### src/grid_box_mean_3x3_assert.svh
// Assertion macros shared by the grid box mean modules.
`ifndef GRID_BOX_MEAN_3X3_ASSERT_SVH
`define GRID_BOX_MEAN_3X3_ASSERT_SVH
`ifndef NO_ASSERTIONS
`define GBM_ASSERT(lbl, prop) \
    lbl: assert property (@(posedge i_clk) disable iff (!i_rst_n) prop) \
        else $error("grid box mean: assertion failed");
`define GBM_ASSERT_ALWAYS(lbl, prop) \
    lbl: assert property (@(posedge i_clk) prop) \
        else $error("grid box mean: assertion failed");
`else
`define GBM_ASSERT(lbl, prop)
`define GBM_ASSERT_ALWAYS(lbl, prop)
`endif
`endif

### src/gbm_pkg.sv
// Types, constants and register codes of the 3x3 grid box mean.
`timescale 1ns / 1ps
package gbm_pkg;

    localparam int SAMPLE_BITS   = 16;
    localparam int CSUM_W        = SAMPLE_BITS + 2;
    localparam int SUM_W         = SAMPLE_BITS + 4;
    localparam int DIV_K         = SUM_W + 4;
    localparam int PROD_W        = SUM_W + DIV_K;
    localparam int LANE_LAT      = 3;

    localparam logic [DIV_K-1:0] RECIP4 = DIV_K'((64'd1 << DIV_K) / 4);
    localparam logic [DIV_K-1:0] RECIP6 = DIV_K'(((64'd1 << DIV_K) + 64'd5) / 6);
    localparam logic [DIV_K-1:0] RECIP9 = DIV_K'(((64'd1 << DIV_K) + 64'd8) / 9);

    localparam int COLS_W        = 6;
    localparam int ROWS_W        = 11;
    localparam int CFG_W         = 11;
    localparam int CFG_IDX_W     = 2;
    localparam int MAX_COLS_DEF  = 32;
    localparam int MAX_ROWS_DEF  = 1024;
    localparam int GRID_COLS_RST = 32;
    localparam int GRID_ROWS_RST = 32;

    localparam logic [CFG_IDX_W-1:0] REG_GRID_COLS = CFG_IDX_W'(0);
    localparam logic [CFG_IDX_W-1:0] REG_GRID_ROWS = CFG_IDX_W'(1);

    typedef logic [SAMPLE_BITS-1:0] t_smp;

    typedef struct packed {
        t_smp sample_a;
        t_smp sample_b;
    } t_in;

    typedef struct packed {
        t_smp mean_a;
        t_smp mean_b;
        logic row_end;
        logic frame_end;
        logic last_in_run;
    } t_out;

    typedef struct packed {
        t_smp b;
        t_smp a;
    } t_pix;

    // rows of one window column: top, middle, bottom
    typedef t_pix [2:0] t_col;

    typedef enum logic [1:0] {
        DIV4,
        DIV6,
        DIV9
    } t_div;

    typedef struct packed {
        logic top;
        logic bot;
        logic left;
        logic right;
        t_div div;
    } t_win_ctl;

    typedef struct packed {
        logic row_end;
        logic frame_end;
        logic last;
    } t_flags;

    typedef struct packed {
        t_col [2:0] win;
        t_win_ctl   ctl;
        t_flags     flags;
    } t_job;

    // one channel of a window, [column][row]
    typedef t_smp [2:0][2:0] t_lane_win;

endpackage

### src/gbm_lane.sv
// One channel lane: masked window sum and division by 4, 6 or 9.
`timescale 1ns / 1ps
module gbm_lane import gbm_pkg::*; (
    input  logic      i_clk,
    input  logic      i_adv,
    input  t_lane_win i_win,
    input  t_win_ctl  i_ctl,
    output t_smp      o_mean
);

    logic [CSUM_W-1:0] n_csum [3];
    logic [CSUM_W-1:0] r_csum [3];
    t_div              r_div1;
    t_div              r_div2;
    logic [SUM_W-1:0]  r_sum;
    logic [PROD_W-1:0] r_prod;
    logic [DIV_K-1:0]  recip;

    always_comb begin
        for (int x = 0; x < 3; x++) begin
            n_csum[x] = '0;
            for (int y = 0; y < 3; y++) begin
                if ((y != 0 || i_ctl.top) && (y != 2 || i_ctl.bot)) begin
                    n_csum[x] = n_csum[x] + CSUM_W'(i_win[x][y]);
                end
            end
            if ((x == 0 && !i_ctl.left) || (x == 2 && !i_ctl.right)) begin
                n_csum[x] = '0;
            end
        end
    end

    always_comb begin
        case (r_div2)
            DIV4:    recip = RECIP4;
            DIV6:    recip = RECIP6;
            DIV9:    recip = RECIP9;
            default: recip = RECIP9;
        endcase
    end

    always_ff @(posedge i_clk) begin
        if (i_adv) begin
            for (int x = 0; x < 3; x++) begin
                r_csum[x] <= n_csum[x];
            end
            r_div1 <= i_ctl.div;
            r_sum  <= SUM_W'(r_csum[0]) + SUM_W'(r_csum[1]) + SUM_W'(r_csum[2]);
            r_div2 <= r_div1;
            r_prod <= PROD_W'(r_sum) * PROD_W'(recip);
        end
    end

    assign o_mean = r_prod[DIV_K +: SAMPLE_BITS];

endmodule

### src/gbm_merge.sv
// Merge stage: joins lane means with flags into the output word register.
`timescale 1ns / 1ps
`include "grid_box_mean_3x3_assert.svh"
module gbm_merge import gbm_pkg::*; (
    input  logic   i_clk,
    input  logic   i_rst_n,
    input  logic   i_issue,
    input  t_flags i_flags,
    input  t_smp   i_mean_a,
    input  t_smp   i_mean_b,
    input  logic   i_out_stall,
    output logic   o_adv,
    output logic   o_out_valid,
    output t_out   o_out_data
);

    logic [LANE_LAT-1:0] r_vld;
    t_flags              r_flags [LANE_LAT];
    logic                r_out_valid;
    t_out                r_out_data;

    assign o_adv       = !r_out_valid || !i_out_stall;
    assign o_out_valid = r_out_valid;
    assign o_out_data  = r_out_data;

    always_ff @(posedge i_clk) begin
        if (!i_rst_n) begin
            r_vld       <= '0;
            r_out_valid <= 1'b0;
        end else if (o_adv) begin
            r_vld       <= {r_vld[LANE_LAT-2:0], i_issue};
            r_out_valid <= r_vld[LANE_LAT-1];
        end
    end

    always_ff @(posedge i_clk) begin
        if (o_adv) begin
            r_flags[0] <= i_flags;
            for (int k = 1; k < LANE_LAT; k++) begin
                r_flags[k] <= r_flags[k-1];
            end
            r_out_data.mean_a      <= i_mean_a;
            r_out_data.mean_b      <= i_mean_b;
            r_out_data.row_end     <= r_flags[LANE_LAT-1].row_end;
            r_out_data.frame_end   <= r_flags[LANE_LAT-1].frame_end;
            r_out_data.last_in_run <= r_flags[LANE_LAT-1].last;
        end
    end

    `GBM_ASSERT(a_out_from_pipe, $rose(o_out_valid) |-> $past(r_vld[LANE_LAT-1]))
    `GBM_ASSERT(a_hold_on_stall, (o_out_valid && i_out_stall) |=> $stable(r_vld))
    `GBM_ASSERT_ALWAYS(a_rst_empty, !i_rst_n |=> !o_out_valid)

endmodule

### src/gbm_ctrl.sv
// Sequencer: row stores, window columns, raster position and window issue.
`timescale 1ns / 1ps
`include "grid_box_mean_3x3_assert.svh"
module gbm_ctrl import gbm_pkg::*; #(
    parameter int MAX_COLS = MAX_COLS_DEF,
    parameter int MAX_ROWS = MAX_ROWS_DEF
) (
    input  logic                 i_clk,
    input  logic                 i_rst_n,
    input  logic                 i_in_valid,
    output logic                 o_in_stall,
    input  t_in                  i_in_data,
    input  logic                 i_cfg_we,
    input  logic [CFG_IDX_W-1:0] i_cfg_index,
    input  logic [CFG_W-1:0]     i_cfg_data,
    input  logic                 i_adv,
    output logic                 o_issue,
    output t_job                 o_job
);

    localparam int COL_PW   = $clog2(MAX_COLS);
    localparam int ROW_PW   = $clog2(MAX_ROWS);
    localparam int COLS_RST = (MAX_COLS < GRID_COLS_RST) ? MAX_COLS : GRID_COLS_RST;
    localparam int ROWS_RST = (MAX_ROWS < GRID_ROWS_RST) ? MAX_ROWS : GRID_ROWS_RST;

    typedef enum logic [2:0] {
        S_IDLE,
        S_LOAD,
        S_JOB1,
        S_JOB2,
        S_FPRIME,
        S_FFILL,
        S_FLUSH
    } t_state;

    t_state              r_state;
    logic [COLS_W-1:0]   r_cols;
    logic [ROWS_W-1:0]   r_rows;
    logic [COL_PW-1:0]   r_col;
    logic [ROW_PW-1:0]   r_row;
    logic [COL_PW-1:0]   r_fc;
    logic                r_top;
    logic                r_left;
    logic                r_do2;
    logic                r_dofl;
    t_pix                r_smp;
    t_pix                r_rd_up;
    t_pix                r_rd_mid;
    t_col [2:0]          r_w;

    t_pix                mem_up  [MAX_COLS];
    t_pix                mem_mid [MAX_COLS];

    logic                acc;
    logic                last_col;
    logic                last_row;
    logic                fc_last;
    logic                rd_en;
    logic                wr_en;
    logic [COL_PW-1:0]   rd_addr;
    logic [COLS_W-1:0]   cfg_cols;
    logic [ROWS_W-1:0]   cfg_rows;
    t_col                new_col;
    t_col                rd_col;
    t_job                job;
    logic                issue;

    function automatic t_div div_of(input logic top, input logic bot,
                                    input logic left, input logic right);
        logic tall;
        logic wide;
        tall = top && bot;
        wide = left && right;
        if (tall && wide) begin
            return DIV9;
        end else if (tall || wide) begin
            return DIV6;
        end
        return DIV4;
    endfunction

    assign o_in_stall = (r_state != S_IDLE);
    assign acc        = i_in_valid && (r_state == S_IDLE);
    assign last_col   = (32'(r_col) + 1 == 32'(r_cols));
    assign last_row   = (32'(r_row) + 1 >= 32'(r_rows));
    assign fc_last    = (32'(r_fc) + 1 == 32'(r_cols));
    assign wr_en      = (r_state == S_LOAD);

    assign new_col[0] = r_rd_up;
    assign new_col[1] = r_rd_mid;
    assign new_col[2] = r_smp;
    assign rd_col[0]  = r_rd_up;
    assign rd_col[1]  = r_rd_mid;
    assign rd_col[2]  = '0;

    always_comb begin
        cfg_cols = i_cfg_data[COLS_W-1:0];
        if (cfg_cols < COLS_W'(2)) begin
            cfg_cols = COLS_W'(2);
        end else if (32'(cfg_cols) > MAX_COLS) begin
            cfg_cols = COLS_W'(MAX_COLS);
        end
        cfg_rows = i_cfg_data[ROWS_W-1:0];
        if (cfg_rows < ROWS_W'(2)) begin
            cfg_rows = ROWS_W'(2);
        end else if (32'(cfg_rows) > MAX_ROWS) begin
            cfg_rows = ROWS_W'(MAX_ROWS);
        end
    end

    always_comb begin
        rd_en   = 1'b0;
        rd_addr = r_col;
        case (r_state)
            S_IDLE: begin
                rd_en = i_in_valid;
            end
            S_FPRIME: begin
                rd_en   = 1'b1;
                rd_addr = '0;
            end
            S_FFILL: begin
                rd_en   = 1'b1;
                rd_addr = COL_PW'(1);
            end
            S_FLUSH: begin
                rd_en   = i_adv && (32'(r_fc) + 2 < 32'(r_cols));
                rd_addr = COL_PW'(32'(r_fc) + 2);
            end
            default: begin
                rd_en = 1'b0;
            end
        endcase
    end

    always_ff @(posedge i_clk) begin
        if (wr_en) begin
            mem_up[r_col]  <= r_rd_mid;
            mem_mid[r_col] <= r_smp;
        end
        if (rd_en) begin
            r_rd_up  <= mem_up[rd_addr];
            r_rd_mid <= mem_mid[rd_addr];
        end
    end

    always_comb begin
        job   = '0;
        issue = 1'b0;
        case (r_state)
            S_JOB1: begin
                issue           = 1'b1;
                job.win         = r_w;
                job.ctl.top     = r_top;
                job.ctl.bot     = 1'b1;
                job.ctl.left    = r_left;
                job.ctl.right   = 1'b1;
                job.flags.last  = !r_do2;
            end
            S_JOB2: begin
                issue               = 1'b1;
                job.win[0]          = r_w[1];
                job.win[1]          = r_w[2];
                job.ctl.top         = r_top;
                job.ctl.bot         = 1'b1;
                job.ctl.left        = 1'b1;
                job.ctl.right       = 1'b0;
                job.flags.row_end   = 1'b1;
                job.flags.last      = !r_dofl;
            end
            S_FLUSH: begin
                issue               = 1'b1;
                job.win[0]          = r_w[1];
                job.win[1]          = r_w[2];
                job.win[2]          = rd_col;
                job.ctl.top         = 1'b1;
                job.ctl.bot         = 1'b0;
                job.ctl.left        = (r_fc != '0);
                job.ctl.right       = !fc_last;
                job.flags.row_end   = fc_last;
                job.flags.frame_end = fc_last;
                job.flags.last      = fc_last;
            end
            default: begin
                issue = 1'b0;
            end
        endcase
        job.ctl.div = div_of(job.ctl.top, job.ctl.bot, job.ctl.left, job.ctl.right);
    end

    assign o_issue = issue;
    assign o_job   = job;

    always_ff @(posedge i_clk) begin
        if (!i_rst_n) begin
            r_state <= S_IDLE;
            r_cols  <= COLS_W'(COLS_RST);
            r_rows  <= ROWS_W'(ROWS_RST);
            r_col   <= '0;
            r_row   <= '0;
            r_fc    <= '0;
            r_top   <= 1'b0;
            r_left  <= 1'b0;
            r_do2   <= 1'b0;
            r_dofl  <= 1'b0;
        end else begin
            case (r_state)
                S_IDLE: begin
                    if (acc) begin
                        r_smp.a <= i_in_data.sample_a;
                        r_smp.b <= i_in_data.sample_b;
                        r_state <= S_LOAD;
                    end
                end
                S_LOAD: begin
                    r_w[0] <= r_w[1];
                    r_w[1] <= r_w[2];
                    r_w[2] <= new_col;
                    r_top  <= (32'(r_row) >= 2);
                    r_left <= (32'(r_col) >= 2);
                    r_do2  <= last_col;
                    r_dofl <= last_col && last_row;
                    if (last_col) begin
                        r_col <= '0;
                        if (last_row) begin
                            r_row <= '0;
                        end else begin
                            r_row <= r_row + ROW_PW'(1);
                        end
                    end else begin
                        r_col <= r_col + COL_PW'(1);
                    end
                    if (r_row != '0 && r_col != '0) begin
                        r_state <= S_JOB1;
                    end else begin
                        r_state <= S_IDLE;
                    end
                end
                S_JOB1: begin
                    if (i_adv) begin
                        r_state <= r_do2 ? S_JOB2 : S_IDLE;
                    end
                end
                S_JOB2: begin
                    if (i_adv) begin
                        r_state <= r_dofl ? S_FPRIME : S_IDLE;
                    end
                end
                S_FPRIME: begin
                    r_state <= S_FFILL;
                end
                S_FFILL: begin
                    r_w[2]  <= rd_col;
                    r_fc    <= '0;
                    r_state <= S_FLUSH;
                end
                S_FLUSH: begin
                    if (i_adv) begin
                        r_w[0] <= r_w[1];
                        r_w[1] <= r_w[2];
                        r_w[2] <= rd_col;
                        r_fc   <= r_fc + COL_PW'(1);
                        if (fc_last) begin
                            r_state <= S_IDLE;
                        end
                    end
                end
                default: begin
                    r_state <= S_IDLE;
                end
            endcase
            if (i_cfg_we) begin
                case (i_cfg_index)
                    REG_GRID_COLS: begin
                        r_cols <= cfg_cols;
                        r_col  <= '0;
                        r_row  <= '0;
                    end
                    REG_GRID_ROWS: begin
                        r_rows <= cfg_rows;
                        r_col  <= '0;
                        r_row  <= '0;
                    end
                    default: begin
                        r_cols <= r_cols;
                    end
                endcase
            end
        end
    end

    `GBM_ASSERT(a_pos_range, (32'(r_col) < 32'(r_cols)) && (32'(r_row) < 32'(r_rows)))
    `GBM_ASSERT(a_frame_end_last, (o_issue && o_job.flags.frame_end) |-> o_job.flags.last)
    `GBM_ASSERT(a_one_item, (i_in_valid && !o_in_stall) |=> o_in_stall)

endmodule

### src/grid_box_mean_3x3.sv
// Top level of the 3x3 clipped box mean over a two-channel sample grid.
`timescale 1ns / 1ps
// Samples enter in raster order, grid_cols per row and grid_rows per frame; every grid
// position leaves in raster order as the truncated mean of its 3x3 neighborhood clipped
// to the grid (corner over 4, edge over 6, interior over 9), one row plus one column
// behind the input, and the last sample of a frame also releases the whole final row.
// The sequencer takes one sample at a time: a sample that yields no result, one result or
// two results passes through the registered row store read and the window column load,
// then issues one window per cycle into the two channel lanes while the output does not
// stall; the last sample of a frame also issues the final row. Results trail their window
// through the lane registers and the output register, and a stall on the output holds the
// whole result path. Writing either register restarts the frame; the row stores need no
// clearing after reset.
module grid_box_mean_3x3 import gbm_pkg::*; #(
    parameter int MAX_COLS = MAX_COLS_DEF,
    parameter int MAX_ROWS = MAX_ROWS_DEF
) (
    input  logic                 i_clk,
    input  logic                 i_rst_n,
    input  logic                 i_in_valid,
    output logic                 o_in_stall,
    input  t_in                  i_in_data,
    output logic                 o_out_valid,
    input  logic                 i_out_stall,
    output t_out                 o_out_data,
    input  logic                 i_cfg_we,
    input  logic [CFG_IDX_W-1:0] i_cfg_index,
    input  logic [CFG_W-1:0]     i_cfg_data
);

    logic      adv;
    logic      issue;
    t_job      job;
    t_lane_win win_a;
    t_lane_win win_b;
    t_smp      mean_a;
    t_smp      mean_b;

    gbm_ctrl #(
        .MAX_COLS (MAX_COLS),
        .MAX_ROWS (MAX_ROWS)
    ) u_ctrl (
        .i_clk       (i_clk),
        .i_rst_n     (i_rst_n),
        .i_in_valid  (i_in_valid),
        .o_in_stall  (o_in_stall),
        .i_in_data   (i_in_data),
        .i_cfg_we    (i_cfg_we),
        .i_cfg_index (i_cfg_index),
        .i_cfg_data  (i_cfg_data),
        .i_adv       (adv),
        .o_issue     (issue),
        .o_job       (job)
    );

    always_comb begin
        for (int x = 0; x < 3; x++) begin
            for (int y = 0; y < 3; y++) begin
                win_a[x][y] = job.win[x][y].a;
                win_b[x][y] = job.win[x][y].b;
            end
        end
    end

    gbm_lane u_lane_a (
        .i_clk  (i_clk),
        .i_adv  (adv),
        .i_win  (win_a),
        .i_ctl  (job.ctl),
        .o_mean (mean_a)
    );

    gbm_lane u_lane_b (
        .i_clk  (i_clk),
        .i_adv  (adv),
        .i_win  (win_b),
        .i_ctl  (job.ctl),
        .o_mean (mean_b)
    );

    gbm_merge u_merge (
        .i_clk       (i_clk),
        .i_rst_n     (i_rst_n),
        .i_issue     (issue),
        .i_flags     (job.flags),
        .i_mean_a    (mean_a),
        .i_mean_b    (mean_b),
        .i_out_stall (i_out_stall),
        .o_adv       (adv),
        .o_out_valid (o_out_valid),
        .o_out_data  (o_out_data)
    );

endmodule
### config.mk
export PLATFORM = sky130hd
export DESIGN_NAME = grid_box_mean_3x3
export DESIGN_NICKNAME = d
export VERILOG_FILES = /design/src/gbm_pkg.sv /design/src/gbm_lane.sv /design/src/gbm_merge.sv /design/src/gbm_ctrl.sv /design/src/grid_box_mean_3x3.sv
export VERILOG_INCLUDE_DIRS = /design/src /design/src/src
export SDC_FILE = /design/constraint.sdc
export NUM_CORES = 2
export LEC_CHECK = 0
export BUFFER_PORTS_ARGS = -buffer_cell sky130_fd_sc_hd__buf_2
export CORE_MARGIN = 5
export CORE_UTILIZATION = 40
export CTS_CLUSTER_DIAMETER = 60
export CTS_CLUSTER_SIZE = 14
export DETAILED_ROUTE_END_ITERATION = 6
export MAX_ROUTING_LAYER = met4
export PLACE_DENSITY_LB_ADDON = 0.1
export SLEW_MARGIN = 20
export SYNTH_ARGS = -nofsm -noshare
export SYNTH_HDL_FRONTEND = slang
export SYNTH_SLANG_ARGS = --single-unit
### constraint.sdc
create_clock -name i_clk -period 9.6 [get_ports i_clk]
set_input_delay 0.48 -clock i_clk [delete_from_list [all_inputs] [get_ports i_clk]]
set_output_delay 0.48 -clock i_clk [all_outputs]
set_load 0.02 [all_outputs]
==> flow_summary_export.csv <==
group,metric,value,unit
outcome,status,"finished, final reports clean",
synth,synth-async-reset-ratio,0,%
clock_tree,clock_sinks,2708,
timing,period_minus_slack,8.320,ns
worst_setup_path,worstReg2RegStart,"u_lane_a.r_div2[0]",
timing,slew_headroom,24.48,%
route,route.detailed.wl_per_inst,26.53,um
worst_setup_path,critical-path-top-delay-family,"adder cells",
clock_tree,cts_hold_repair.buffers,45,
placement,numPortBuffers,86,
die,die_height,587.4,um
clock_tree,cts_inserted_buffers,280,
timing,report.final.slew_viol_count,0,
route,detail_route.drc_violations,0,
worst_setup_path,required_time_at_the_worst_slack_endpoint,10.19,ns
placement,detailedPlacementHpwl,223100,um
flow_run,max_cap_check_violation_count,0,
synth,dominantRegCellSynth,"edfxtp_1",
clock_tree,post_cts.resized_instances,0,
grt,grtUsageTotal,21.38,%
synth,synth.top_cells.by_area,"edfxtp_1 60%, mux4_2 8.6%, fa_1 6.6%, ha_1 6.2%, nand2_1 2.4%",
clock_tree,clk_transition_reported_paths,0.07,ns
placement,dpl.cell_count,13190,
grt,first_global_vias,78160,
die,core_area,0.3329,mm2
synth,synth_top_family_by_area,"adder cells",
synth,synthesis.area,0.1334,mm2
synth,synthCells,8881,
synth,synth_cell_types,83,
worst_hold_path,worstHoldPathCells,5,
die,initial_utilization,40.07,%
finish,layout_cell_share_with_drive_strength_beyond_1,13.79,%
synth,synthDominantAreaCellType,"edfxtp_1",
route,drt-vias-per-instance,5.434,
worst_setup_path,setup_crit_start,"u_lane_a.r_div2[0]",
die,die_w,587.4,um
timing,worst_case_setup_margin_in_the_final_layout,1.280,ns
route,drt.antenna.violating_nets,0,
route,initialDrtViolationCount,5770,
finish,n_fill_cell,29370,
die,die_area,0.3451,mm2
clock_tree,tritoncts,"yes",
timing,final_period_util,86.67,%
synth,compound_cell_area_share_of_the_yosys_netlist,5.547,%
timing,report.final.hold_viol_count,0,
timing,rsz0062_at_grt,"false",
timing,worst_clock_skew,0.07868,ns
placement,worst_slack_at_placement,1.204,ns
worst_hold_path,timing.hold.worst.start,"i_cfg_data[1]",
worst_setup_path,worstSetupStartpointType,"flip-flop",
synth,post_synth_fa_ha_maj_area_fraction,12.84,%
clock_tree,post-cts-setup-buffer-count,0,
synth,ys_seq_area_share,60.61,%
power_and_ir_drop,vdd.ir_drop.worst,0.1358,mV
finish,areaGrowthSynthToFinish,11.96,%
worst_setup_path,critPathKind,"reg -> reg",
finish,num-nets-final,10280,
timing,achievable-frequency,0.1202,GHz
timing,finalSetupViolCount,0,
synth,post_synth_xor_area_fraction,2.009,%
synth,synth_warnings,0,
finish,register_area,0.08084,mm2
grt,grt_overflow,0,
worst_setup_path,r2r.worst_path.cells,27,
power_and_ir_drop,power.static_leakage,0.05731,uW
finish,multi_input_comb_area,0.04837,mm2
worst_setup_path,timing.critical_path.mode_cell,"fa_1",
finish,postLayoutCoreUtil,44.86,%
die,num_io_pins,87,
worst_setup_path,timing.critical_path.depth,27,
grt,grt_pass1_wl,534600,um
clock_tree,cts_root_buffer,"clkbuf_16",
worst_setup_path,path_max_fanout,14,
die,placement_rows,212,
worst_setup_path,critPathArrivalTime,8.91,ns
timing,totalNegativeSetupSlack,0,ns
power_and_ir_drop,total_power,25580,uW
synth,post_synth.cell_area_avg,15.02,um2
synth,fraction_of_the_mapped_netlist_area_in_simple_logic_gates,6.805,%
route,drt-pass1-iter-count,6,
finish,final_cells,13680,
timing,timing_worst_slew_pin_value,1.133,ns
synth,synth.mux.area_fraction,8.740,%
worst_setup_path,endpoint_kind,"flip-flop",
worst_setup_path,cp_slowest_cell,"nor2b_2",
worst_setup_path,rrSetupSlack,1.28,ns
route,routed_wl,363000,um
worst_hold_path,timing.hold.worst.class,"in -> reg",
worst_setup_path,crit_buf_inv,5,
worst_setup_path,max_stage_delay,0.58,ns
clock_tree,ctsHtreeMaxLevel,5,
clock_tree,clkLatencyLatePin,0.91,ns
power_and_ir_drop,power.density,171.3,mW/mm2
grt,largest_net_degree_at_the_start_of_global_routing,134,
grt,grt_antenna_before_repair,12,
synth,post_synth_edffs,2660,
synth,synth_top_area_share,59.89,%
synth,postSynthRegisterBits,2708,
clock_tree,cts_max_path_buffers,4,
placement,gp_congestion,0.8648,
route,num_vias,74350,
[area by class of cell]
cell class / instances / share of cell area (%)
diodes: 5 / 0.008379
inverters: 801 / 2.018
well taps: 4387 / 3.676
clock buffers: 309 / 4.836
clock inverters: 134 / 1.199
multi-input cells: 5020 / 32.39
repair buffers: 318 / 1.740
flip-flops and latches: 2708 / 54.13
[flip-flops by register name, indices dropped and copies added (netlist names), 11 cells and up]
name / count
u_lane_a.r_sum: 20
u_ctrl.r_rows: 11
u_lane_b.r_prod: 16
u_lane_a.r_prod: 16
u_merge.o_out_data: 35
u_lane_a.r_csum: 54
u_ctrl.mem_up: 1024
u_ctrl.mem_mid: 1024
u_ctrl.new_col: 96
u_ctrl.r_w: 288
u_lane_b.r_sum: 20
u_lane_b.r_csum: 54
[worst paths after layout]
check,endpoint
setup reg to reg,u_lane_b.r_prod[39]
hold reg to reg,u_merge.o_out_data[22]
setup / recovery,u_lane_b.r_prod[39]
hold / removal,u_ctrl.r_rows[1]
[per-layer routing]
layer / up-vias / part of all wire, % / global-route usage, %
met2: 1523 / 50 / 36.36
met5: - / 0 / -
met4: 0 / 2.0 / 4.286
met1: 38910 / 44 / 28.30
met3: 430 / 3.7 / 1.938
li1: 33490 / - / -
[worst min-delay path, cell delays in order]
cell and delay (ns):
buf_2 0.10, inv_1 0.06, a211oi_1 0.08, a21oi_1 0.12, nor2b_1 0.06
[cells by family (layout without fill, tap and decap cells)]
family          count (synthesis)  after routing
simple gates                 1996           1996
compound gates               1087           1087
other cells                     2              8
fa+ha+maj                    1104           1104
xor+xnor                      306            306
buf+inv                      1154           1562
flops                        2708           2708
mux                           524            524
[cells in the mapped netlist, types with 25 or more instances]
cell and number:
a31oi_1 25, inv_1 800, nor3_1 68, clkbuf_1 217, o21ai_0 147, o21ai_1 70
a21o_1 99, o21bai_1 34, nor2_1 302, buf_2 61, fa_1 442, a211oi_1 26
and2_1 142, o21a_1 33, a22o_1 201, nor2b_1 50, edfxtp_1 2660, xor2_1 114
or3_1 27, buf_4 48, and3_1 60, buf_1 26, mux4_2 512, a21oi_1 242
nand2_1 864, xnor2_1 192, dfxtp_1 48, nand3_1 388, ha_1 662, a22oi_1 73
[stage by stage]
step / instance area (um2) / hold WS, ns
3_5_place_dp: 139800 / 0.4045
6_report: 149300 / 0.08661
3_3_place_gp: 139800 / 0.4017
5_1_grt: 149300 / 0.05504
4_1_cts: 149300 / 0.006644
2_1_floorplan: 133400 / 0.4003
[layout by cell type (no fill, tap or decap), types with 28 or more instances in the layout]
cell type	Yosys	routed
o21bai_1	34	34
nor2b_1	50	49
mux4_2	512	512
nand2_1	864	863
ha_1	662	662
o21ai_1	70	70
and3_1	60	60
o21ai_0	147	143
xnor2_1	192	192
clkbuf_16	0	285
a22o_1	201	201
buf_4	48	160
buf_2	61	86
a21oi_1	242	241
dfxtp_1	48	47
inv_1	800	799
and2_1	142	142
xor2_1	114	114
dlygate4sd3_1	0	45
edfxtp_1	2660	2660
a22oi_1	73	70
nand3_1	388	388
a21o_1	99	99
nor2_1	302	259
fa_1	442	442
o21a_1	33	31
nor3_1	68	68
nor2_4	0	39
bufinv_16	0	28
[report_power, final]
part | internal (uW) | switching (uW)
registers | 13200 | 91.3
clock network | 6240 | 4720
logic | 553 | 766
total | 20000 | 5580
(Power assumes the default switching activity.)
